### src/design/fta_pkg.sv
// Shared widths and types for the fixed-timestep accumulator.
package fta_pkg;

    localparam int unsigned TIME_W  = 32;   // microsecond quantities
    localparam int unsigned FRAC_W  = 16;   // Q0.16 blend fraction
    localparam int unsigned COUNT_W = 8;    // substep count / limit
    localparam int unsigned ITER_W  = 6;    // divider iteration counter

    // Serial divider iterations: integer quotient bits, then fraction bits.
    localparam int unsigned DIV_STEPS = TIME_W + FRAC_W;

    // shift-add multiplier bit counter
    localparam int unsigned MUL_CNT_W = $clog2(COUNT_W + 1);

    localparam logic [TIME_W-1:0]  STEP_RESET    = 32'd16667;
    localparam logic [TIME_W-1:0]  FRAME_RESET   = 32'd100000;
    localparam logic [COUNT_W-1:0] SUBSTEP_RESET = 8'd8;

    localparam int unsigned CFG_IDX_W = 2;
    localparam logic [CFG_IDX_W-1:0] CFG_STEP_LENGTH   = 2'd0;
    localparam logic [CFG_IDX_W-1:0] CFG_FRAME_LIMIT   = 2'd1;
    localparam logic [CFG_IDX_W-1:0] CFG_SUBSTEP_LIMIT = 2'd2;

    localparam int unsigned OUT_W = 64;     // result word, padded to bytes

    typedef struct packed {
        logic [TIME_W-1:0] quotient;
        logic [TIME_W-1:0] remainder;
        logic [FRAC_W-1:0] frac;
    } div_result_t;

endpackage

### src/design/fta_div.sv
// Bit-serial restoring divider: 32 quotient bits, then 16 fraction bits of remainder/divisor.
module fta_div (
    input  logic                               aclk,
    input  logic                               aresetn,
    input  logic                               start,
    input  logic [fta_pkg::TIME_W-1:0]         dividend,
    input  logic [fta_pkg::TIME_W-1:0]         divisor,   // held stable while busy
    output logic                               done,
    output fta_pkg::div_result_t               result
);

    logic                              busy_reg, busy_next;
    logic                              done_reg, done_next;
    logic [fta_pkg::ITER_W-1:0]        iter_reg, iter_next;
    logic [fta_pkg::TIME_W-1:0]        rem_reg, rem_next;
    logic [fta_pkg::TIME_W-1:0]        dvd_reg, dvd_next;
    logic [fta_pkg::TIME_W-1:0]        quo_reg, quo_next;
    logic [fta_pkg::FRAC_W-1:0]        frac_reg, frac_next;

    logic                              int_phase;
    logic [fta_pkg::TIME_W:0]          shifted;
    logic [fta_pkg::TIME_W+1:0]        diff;
    logic                              fits;

    // iterations 0..31 consume dividend bits, 32..47 feed zeros for the fraction
    assign int_phase = ~iter_reg[fta_pkg::ITER_W-1];
    assign shifted   = {rem_reg, int_phase & dvd_reg[fta_pkg::TIME_W-1]};
    assign diff      = {1'b0, shifted} - {2'b00, divisor};
    assign fits      = ~diff[fta_pkg::TIME_W+1];

    always_comb begin
        busy_next = busy_reg;
        done_next = 1'b0;
        iter_next = iter_reg;
        rem_next  = rem_reg;
        dvd_next  = dvd_reg;
        quo_next  = quo_reg;
        frac_next = frac_reg;
        if (start) begin
            busy_next = 1'b1;
            iter_next = '0;
            rem_next  = '0;
            dvd_next  = dividend;
        end else if (busy_reg) begin
            rem_next = fits ? diff[fta_pkg::TIME_W-1:0] : shifted[fta_pkg::TIME_W-1:0];
            if (int_phase) begin
                dvd_next = {dvd_reg[fta_pkg::TIME_W-2:0], 1'b0};
                quo_next = {quo_reg[fta_pkg::TIME_W-2:0], fits};
            end else begin
                frac_next = {frac_reg[fta_pkg::FRAC_W-2:0], fits};
            end
            iter_next = iter_reg + 1'b1;
            if (iter_reg == fta_pkg::ITER_W'(fta_pkg::DIV_STEPS - 1)) begin
                busy_next = 1'b0;
                done_next = 1'b1;
            end
        end
    end

    always_ff @(posedge aclk) begin
        if (!aresetn) begin
            busy_reg <= 1'b0;
            done_reg <= 1'b0;
        end else begin
            busy_reg <= busy_next;
            done_reg <= done_next;
        end
        iter_reg <= iter_next;
        rem_reg  <= rem_next;
        dvd_reg  <= dvd_next;
        quo_reg  <= quo_next;
        frac_reg <= frac_next;
    end

    // remainder after the integer phase is overwritten by the fraction phase
    // in rem_reg, so keep a copy of it
    logic [fta_pkg::TIME_W-1:0] int_rem_reg, int_rem_next;
    always_comb begin
        int_rem_next = int_rem_reg;
        if (busy_reg && iter_reg == fta_pkg::ITER_W'(fta_pkg::TIME_W - 1)) begin
            int_rem_next = rem_next;
        end
    end
    always_ff @(posedge aclk) begin
        int_rem_reg <= int_rem_next;
    end

    assign done             = done_reg;
    assign result.quotient  = quo_reg;
    assign result.remainder = int_rem_reg;
    assign result.frac      = frac_reg;

endmodule

### src/design/fixed_timestep_accumulator.sv
// Fixed-timestep accumulator: banks frame time, reports substeps, blend alpha, simulated time.
//
// Each input request is one frame's elapsed time in microseconds; it is added to the time
// bank, clamped to frame_limit, and split into whole steps of step_length (capped at
// substep_limit, whole steps beyond the cap dropped), the leftover Q0.16 fraction and the
// simulated time. One request at a time: after a request is taken, the bit-serial divider
// produces 32 quotient and 16 fraction bits, its result is handed over, a serial shift-add
// forms count times step and the output register is loaded; only then does the block return
// to idle and take the next request. With step_length zero the divider and multiplier are
// skipped and the output register is loaded straight after the request. A result still
// unaccepted in the output register holds the next one back until it is accepted. A finished
// result waits in the output register while the next request is already taken. Configuration
// writes land immediately and must only be made while the block is idle.
module fixed_timestep_accumulator (
    input  logic                                aclk,
    input  logic                                aresetn,
    // input stream
    input  logic                                s_tvalid,
    output logic                                s_tready,
    input  logic [fta_pkg::TIME_W-1:0]          s_tdata,    // [31:0] elapsed
    // result stream
    output logic                                m_tvalid,
    input  logic                                m_tready,
    // [7:0] substep_count, [8] time_dropped, [24:9] blend_alpha,
    // [56:25] simulated_time, [63:57] zero
    output logic [fta_pkg::OUT_W-1:0]           m_tdata,
    // configuration
    input  logic                                cfg_wr_en,
    input  logic [fta_pkg::CFG_IDX_W-1:0]       cfg_index,
    input  logic [fta_pkg::TIME_W-1:0]          cfg_wr_data
);

    typedef enum logic [3:0] {
        ST_IDLE = 4'b0001,
        ST_DIV  = 4'b0010,
        ST_MUL  = 4'b0100,
        ST_OUT  = 4'b1000
    } state_t;

    state_t                              state_reg, state_next;
    logic [fta_pkg::TIME_W-1:0]          step_reg, step_next;
    logic [fta_pkg::TIME_W-1:0]          frame_reg, frame_next;
    logic [fta_pkg::COUNT_W-1:0]         limit_reg, limit_next;
    logic [fta_pkg::TIME_W-1:0]          bank_reg, bank_next;

    logic [fta_pkg::COUNT_W-1:0]         count_reg, count_next;
    logic                                dropped_reg, dropped_next;
    logic [fta_pkg::FRAC_W-1:0]          alpha_reg, alpha_next;
    logic [fta_pkg::TIME_W-1:0]          prod_reg, prod_next;
    logic [fta_pkg::COUNT_W-1:0]         mbits_reg, mbits_next;
    logic [fta_pkg::MUL_CNT_W-1:0]       mcnt_reg, mcnt_next;

    logic                                out_valid_reg, out_valid_next;
    logic [fta_pkg::OUT_W-1:0]           out_data_reg, out_data_next;

    logic                                in_req;
    logic [fta_pkg::TIME_W:0]            sum;
    logic [fta_pkg::TIME_W-1:0]          clamped;
    logic                                div_start;
    logic                                div_done;
    fta_pkg::div_result_t                div_res;
    logic                                over_cap;

    assign s_tready = state_reg == ST_IDLE;
    assign in_req   = s_tvalid && s_tready;

    assign sum     = {1'b0, bank_reg} + {1'b0, s_tdata};
    assign clamped = (sum < {1'b0, frame_reg}) ? sum[fta_pkg::TIME_W-1:0] : frame_reg;

    assign div_start = in_req && (step_reg != '0);

    fta_div u_div (
        .aclk     (aclk),
        .aresetn  (aresetn),
        .start    (div_start),
        .dividend (clamped),
        .divisor  (step_reg),
        .done     (div_done),
        .result   (div_res)
    );

    assign over_cap =
        (div_res.quotient[fta_pkg::TIME_W-1:fta_pkg::COUNT_W] != '0) ||
        (div_res.quotient[fta_pkg::COUNT_W-1:0] > limit_reg);

    // configuration writes
    always_comb begin
        step_next  = step_reg;
        frame_next = frame_reg;
        limit_next = limit_reg;
        if (cfg_wr_en) begin
            case (cfg_index)
                fta_pkg::CFG_STEP_LENGTH:   step_next  = cfg_wr_data;
                fta_pkg::CFG_FRAME_LIMIT:   frame_next = cfg_wr_data;
                fta_pkg::CFG_SUBSTEP_LIMIT: limit_next = cfg_wr_data[fta_pkg::COUNT_W-1:0];
                default: ;
            endcase
        end
    end

    always_comb begin
        state_next     = state_reg;
        bank_next      = bank_reg;
        count_next     = count_reg;
        dropped_next   = dropped_reg;
        alpha_next     = alpha_reg;
        prod_next      = prod_reg;
        mbits_next     = mbits_reg;
        mcnt_next      = mcnt_reg;
        out_valid_next = out_valid_reg;
        out_data_next  = out_data_reg;

        if (out_valid_reg && m_tready) begin
            out_valid_next = 1'b0;
        end

        case (state_reg)
            ST_IDLE: begin
                if (in_req) begin
                    bank_next = clamped;
                    if (step_reg == '0) begin
                        count_next   = '0;
                        dropped_next = 1'b0;
                        alpha_next   = '0;
                        prod_next    = '0;
                        state_next   = ST_OUT;
                    end else begin
                        state_next = ST_DIV;
                    end
                end
            end
            ST_DIV: begin
                if (div_done) begin
                    // leftover is bank mod step whether or not the cap cut in
                    bank_next    = div_res.remainder;
                    alpha_next   = div_res.frac;
                    dropped_next = over_cap;
                    count_next   = over_cap ? limit_reg
                                            : div_res.quotient[fta_pkg::COUNT_W-1:0];
                    mbits_next   = count_next;
                    prod_next    = '0;
                    mcnt_next    = fta_pkg::MUL_CNT_W'(fta_pkg::COUNT_W);
                    state_next   = ST_MUL;
                end
            end
            ST_MUL: begin
                // MSB-first shift-add; partial products never exceed the final one
                prod_next  = {prod_reg[fta_pkg::TIME_W-2:0], 1'b0}
                           + (mbits_reg[fta_pkg::COUNT_W-1] ? step_reg : '0);
                mbits_next = {mbits_reg[fta_pkg::COUNT_W-2:0], 1'b0};
                mcnt_next  = mcnt_reg - 1'b1;
                if (mcnt_reg == fta_pkg::MUL_CNT_W'(1)) begin
                    state_next = ST_OUT;
                end
            end
            ST_OUT: begin
                if (!out_valid_reg || m_tready) begin
                    out_valid_next = 1'b1;
                    out_data_next  = {
                        {(fta_pkg::OUT_W - fta_pkg::TIME_W - fta_pkg::FRAC_W
                          - fta_pkg::COUNT_W - 1){1'b0}},
                        prod_reg, alpha_reg, dropped_reg, count_reg
                    };
                    state_next = ST_IDLE;
                end
            end
            default: state_next = ST_IDLE;
        endcase
    end

    always_ff @(posedge aclk) begin
        if (!aresetn) begin
            state_reg     <= ST_IDLE;
            step_reg      <= fta_pkg::STEP_RESET;
            frame_reg     <= fta_pkg::FRAME_RESET;
            limit_reg     <= fta_pkg::SUBSTEP_RESET;
            bank_reg      <= '0;
            out_valid_reg <= 1'b0;
        end else begin
            state_reg     <= state_next;
            step_reg      <= step_next;
            frame_reg     <= frame_next;
            limit_reg     <= limit_next;
            bank_reg      <= bank_next;
            out_valid_reg <= out_valid_next;
        end
        count_reg    <= count_next;
        dropped_reg  <= dropped_next;
        alpha_reg    <= alpha_next;
        prod_reg     <= prod_next;
        mbits_reg    <= mbits_next;
        mcnt_reg     <= mcnt_next;
        out_data_reg <= out_data_next;
    end

    assign m_tvalid = out_valid_reg;
    assign m_tdata  = out_data_reg;

endmodule
### config.mk
export PLATFORM = sky130hd
export DESIGN_NAME = fixed_timestep_accumulator
export DESIGN_NICKNAME = d
export VERILOG_FILES = /design/src/design/fta_pkg.sv /design/src/design/fta_div.sv /design/src/design/fixed_timestep_accumulator.sv
export SDC_FILE = /design/constraint.sdc
export NUM_CORES = 1
export LEC_CHECK = 0
export BUFFER_PORTS_ARGS = -buffer_cell sky130_fd_sc_hd__buf_2
export CORE_ASPECT_RATIO = 1.2
export CORE_MARGIN = 2
export CORE_UTILIZATION = 63
export CTS_BUF_LIST = sky130_fd_sc_hd__clkbuf_8
export CTS_CLUSTER_SIZE = 24
export DETAILED_ROUTE_END_ITERATION = 10
export PLACE_DENSITY = 0.9
export SLEW_MARGIN = 10
export SYNTH_ARGS = -nofsm -noshare
export SYNTH_HDL_FRONTEND = slang
export SYNTH_SLANG_ARGS = --single-unit
### constraint.sdc
create_clock -name aclk -period 5.3 [get_ports aclk]
set_input_delay 0.53 -clock aclk [delete_from_list [all_inputs] [get_ports aclk]]
set_output_delay 0.53 -clock aclk [all_outputs]
set_load 0.02 [all_outputs]
Yosys cells after proc, flatten, opt, wreduce, memory -nomap -nowiden
Cells that the tools add are included.

$add $sub $neg: 5. Magnitude comparators: 2. Equality and inequality tests: 15. Muxes and demuxes: 44. Bitwise logic cells: 6. Reduce and logical (&&, ||, !) cells: 28.

Operator list (number): $mux 32 (13); $pmux 32 s3 (1); $pmux 32 s2 (1); $mux 16 (3); $sub 33x32->34 (1); $add 32x32->33 (1); $lt 33x32->1 (1); $add 32x32->32 (1); $logic_not 32->1 (1); $mux 8 (4); $pmux 16 s2 (1); $pmux 8 s2 (2); $reduce_bool 32->1 (1); $mux 4 (6); $reduce_bool 24->1 (1); $pmux 4 s4 (1); $reduce_and 2->1 (6); $reduce_and 4->1 (3); $mux 1 (10); $reduce_and 3->1 (3); $eq 4x1->1 const B (2); $gt 8x8->1 (1); $pmux 4 s2 (1); $add 6x1->6 const B (1); other kinds (20) (34).

Bits in registers: 387.

Logic depth before layout (Yosys ltp)
Depth in word-level cells: 6. Gate-level depth with buffers: 23. Mapped depth without buffers: 21.

By module
Synthesis repeated with hierarchy kept, for this count alone.

Cell total of the unflattened synthesis: 2075. Area, all modules: 20870.0 sq um.

Modules (own cells, without submodules): fixed_timestep_accumulator (instances 1, cells each 1439, area each 13495.4 sq um); fta_div (instances 1, cells each 636, area each 7374.6 sq um).

Worst setup path before layout
No wires, ideal clock.

Kind: input port to flip-flop. Start point: in s_tdata[0] (netlist name). End point: reg u_div.dvd_reg[24] (netlist name), data pin. Arrival time: 4.682 ns. Data required time: 5.032 ns. Setup slack: 0.350 ns. Stages: 22. Path through: ha_1 -> fa_1 -> a211oi_1 -> o211a_1 -> o211a_1 -> and4bb_2 -> nor2_1 -> o21ai_0 -> a21oi_1 -> xnor2_1 -> ha_1 -> and4_1 -> a21o_1 -> o21ai_0 -> nand4_1 -> nor4_1 -> and3_1 -> buf_4 -> buf_4 -> buf_4 -> mux2i_1 -> o21ai_0.

Longest elaborated chain between the ends: 4.

Ends and longest elaborated chain: start, declared (RTL line fixed_timestep_accumulator.sv:20) `input logic [fta_pkg::TIME_W-1:0] s_tdata,`; $add 32x32->33 (*) (RTL line fixed_timestep_accumulator.sv:67) `assign sum = {1'b0, bank_reg} + {1'b0, s_tdata};`; $lt 33x32->1 (RTL line fixed_timestep_accumulator.sv:68) `assign clamped = (sum < {1'b0, frame_reg}) ? sum[fta_pkg::TIME_W-1:0] : frame_reg;`; $mux 32 (*) (RTL line fixed_timestep_accumulator.sv:68); $mux 32 (*) (RTL line fta_div.sv:39) `if (start) begin`; via u_div.dvd_next (one bit) (RTL line fta_div.sv:16) `logic [fta_pkg::TIME_W-1:0] dvd_reg, dvd_next;`; end signal, assigned (RTL line fta_div.sv:70) `dvd_reg <= dvd_next;`; end, declared (RTL line fta_div.sv:16).

The timed path passes the listed nets; every way through them passes the cells marked *. A chain may end at the register's enable or synchronous reset.

Worst setup path in the final report
Start point: reg bank_reg[1] (netlist name). End point: reg bank_reg[9] (netlist name).

Longest elaborated chain between the ends: 5.

Ends and longest elaborated chain: start, declared (RTL line fixed_timestep_accumulator.sv:44) `logic [fta_pkg::TIME_W-1:0] bank_reg, bank_next;`; start signal, assigned (RTL line fixed_timestep_accumulator.sv:184) `bank_reg <= bank_next;`; $add 32x32->33 (*) (RTL line fixed_timestep_accumulator.sv:67); $lt 33x32->1 (RTL line fixed_timestep_accumulator.sv:68); $mux 32 (*) (RTL line fixed_timestep_accumulator.sv:68); $mux 32 (*) (RTL line fixed_timestep_accumulator.sv:119) `if (in_req) begin`; $pmux 32 s2 (*) (RTL line fixed_timestep_accumulator.sv:117) `case (state_reg)`.

Every way passes the cells marked *; elsewhere a longest branch is shown, timed or not. The select of a mux whose other input is x is not followed.

==> flow_metrics.tcl <==
set metrics [dict create \
    rr_startpoint "bank_reg[1]" \
    ir_worst_vdd_mv 0.407 \
    cts_tree "built" \
    grt_pass1_wl_um 85200 \
    ant_nets 0 \
    cts.path.max_buffers 3 \
    setup_viol 0 \
    stdcell_count 2638 \
    avgSynthCellArea_um2 9.99 \
    hp-start "cfg_wr_data[27]" \
    critPathKind "flop to flop" \
    ctsHoldBuffers 0 \
    worstPathArrival_ps 5700 \
    rsz0062_at_grt "true" \
    final_max_slew_viol_count 0 \
    ys_seq_area_frac 0.501 \
    yosysWarnings 0 \
    netlist_area_um2 20200 \
    powerDensity_nw_per_um2 464 \
    skew_ps 24.7 \
    core-area_um2 31400 \
    layout_min_cycle_time_ps 5210 \
    hold_violations 0 \
    critPathCaptureType "flop" \
    synth_most_common_cell "nand2_1" \
    dp_cells 2517 \
    area_growth_pct 13.7 \
    fp.dieH_um 200 \
    total_power_mw 10.7 \
    synthTopCellsByCount "nand2_1 (245), edfxtp_1 (238), a21oi_1 (200), nor2_1 (154), dfxtp_1 (149)" \
    worst_slew_pin_slew_ps 1200 \
    largest_reg_flops 57 \
    final_layout_size_suffix_gt1_frac 0.155 \
    ios 137 \
    clk_latency_ps 650 \
    clock-sinks 387 \
    wirelength_um 56700 \
    rows 71 \
    drv_cap 0 \
    ys_seq_elements 387 \
    die_x_um 168 \
    track_usage 0.320 \
    grt_antenna_before_repair 1 \
    overflow 0 \
    via_per_inst 6.43 \
    nets 2395 \
    yosys.area.top_type "edfxtp_1" \
    slew-limit-headroom 0.194 \
    utilization 0.731 \
    die_area_um2 33600 \
    vias 17000 \
    ctsHtreeMaxLevel 2 \
    hpwl_um 38400 \
    p_leak_nw 9.22 \
    start_kind "flop" \
    drt-initial-drc-count 1964 \
    drtPass1Iterations 7 \
    port_buffers 129 \
    synth_top_area_share 0.353 \
    clock.fmax_mhz 192 \
    grt_pass1_vias 16700 \
    whs_ps 155 \
    synth_area_leaders "edfxtp_1 (35%), dfxtp_1 (15%), ha_1 (8.4%)" \
    synthArstFlopShare 0 \
    status "completed" \
    clk_pin_slew_ps 70 \
    wl_per_cell_um 21.5 \
    numCtsBuffers 59 \
    gp_congestion 0.936 \
    cts-root-buf "clkbuf_8" \
    start_util 0.643 \
    postSynthCellCount 2024 \
    hp-class "primary input to flop" \
    path_max_fanout 9 \
    synth-main-ff-cell "edfxtp_1" \
    fin_crit_sh 0.983 \
    post_synth_num_cell_types 82 \
    crit_start "bank_reg[1]" \
    grt_max_degree 86 \
    drc 0 \
    synth_edf_count 238 \
    cp.required_ps 5790 \
]
-- worst paths after layout --
check | endpoint | slack (ps) | cells after the start
worst max register to register | bank_reg[9] | 90 | 23
worst min-delay path | step_reg[27] | 150 | 3
worst min register to register | m_tdata[12] | 410 | 0
worst max-delay path | bank_reg[9] | 90 | 23
-- layout by cell type (no fill, tap or decap), drive strengths merged, types with 33 or more instances in the layout --
cell type	Yosys	final
ha	136	136
nor2	154	154
and2	53	53
nand2	245	245
o21ai	140	140
inv	96	102
edfxtp	238	238
xor2	33	33
clkbuf	67	70
a21oi	201	201
buf	24	183
dfxtp	149	149
mux2i	51	51
nand3	37	37
xnor2	46	46
a21o	47	47
-- worst max-delay path: stages (launching register included) --
cell and delay, ps:
dfxtp_4 390, ha_4 220, a211oi_4 270, buf_6 140
o211ai_1 130, a221oi_2 300, buf_4 160, a22oi_1 110
a211oi_2 290, o221ai_1 190, a21oi_1 210, xnor2_1 180
ha_1 280, and3_1 200, and3_1 200, nand3_1 70
nand4_1 100, nor4_2 340, and3_4 350, clkbuf_16 220
mux2i_2 270, a21oi_1 110, a21oi_1 230, nor2_1 80
-- layer usage --
layer,track usage,vias up,wire [um]
met1,0.365,7974,20200
met4,0.215,0,4390
met2,0.553,1004,27700
met3,0.0532,321,4440
met5,0,-,0
li1,-,7664,-
-- where the power goes --
part	total, mW	internal [mW]	switching, mW
Combinational	4.04	1.65	2.39
Sequential	3.87	3.62	0.247
Clock	2.76	1.52	1.24
-- cell families (layout without fill, tap and decap cells) --
family / count (synthesis) / count (layout) / synth area share
compound gates: 542 / 542 / 0.163
buf+inv: 187 / 393 / 0.0395
other cells: 1 / 8 / 0.000185
mux: 53 / 53 / 0.0265
fa+ha+maj: 139 / 139 / 0.0871
simple gates: 636 / 636 / 0.149
flops: 387 / 387 / 0.501
xor+xnor: 79 / 79 / 0.0342
-- cell type report --
type / count / area, um^2
well taps: 401 / 502
repair buffers: 185 / 1120
inverters: 96 / 360
multi-input cells: 1456 / 9550
clock buffers: 68 / 936
diodes: 1 / 2.50
flip-flops and latches: 387 / 10100
fillers: 2073 / 8460
clock inverters: 44 / 384
-- through the flow --
step                worst slack [ps]  area, um^2  setup TNS [ps]
floorplan                        350       20300               0
global placement               -43.8       21400            -254
detailed placement              -246       21400           -8540
CTS                             15.2       22700               0
global route                    -205       23000           -2120
finish                          89.2       23000               0
-- repair_timing --
action                     4_1_cts  5_1_grt
gates cloned                     0        2
gates resized for setup          2       37
buffers inserted                 0        7
pin swaps                        1       13
setup endpoints to repair        4       62
(Power assumes the default switching activity.)
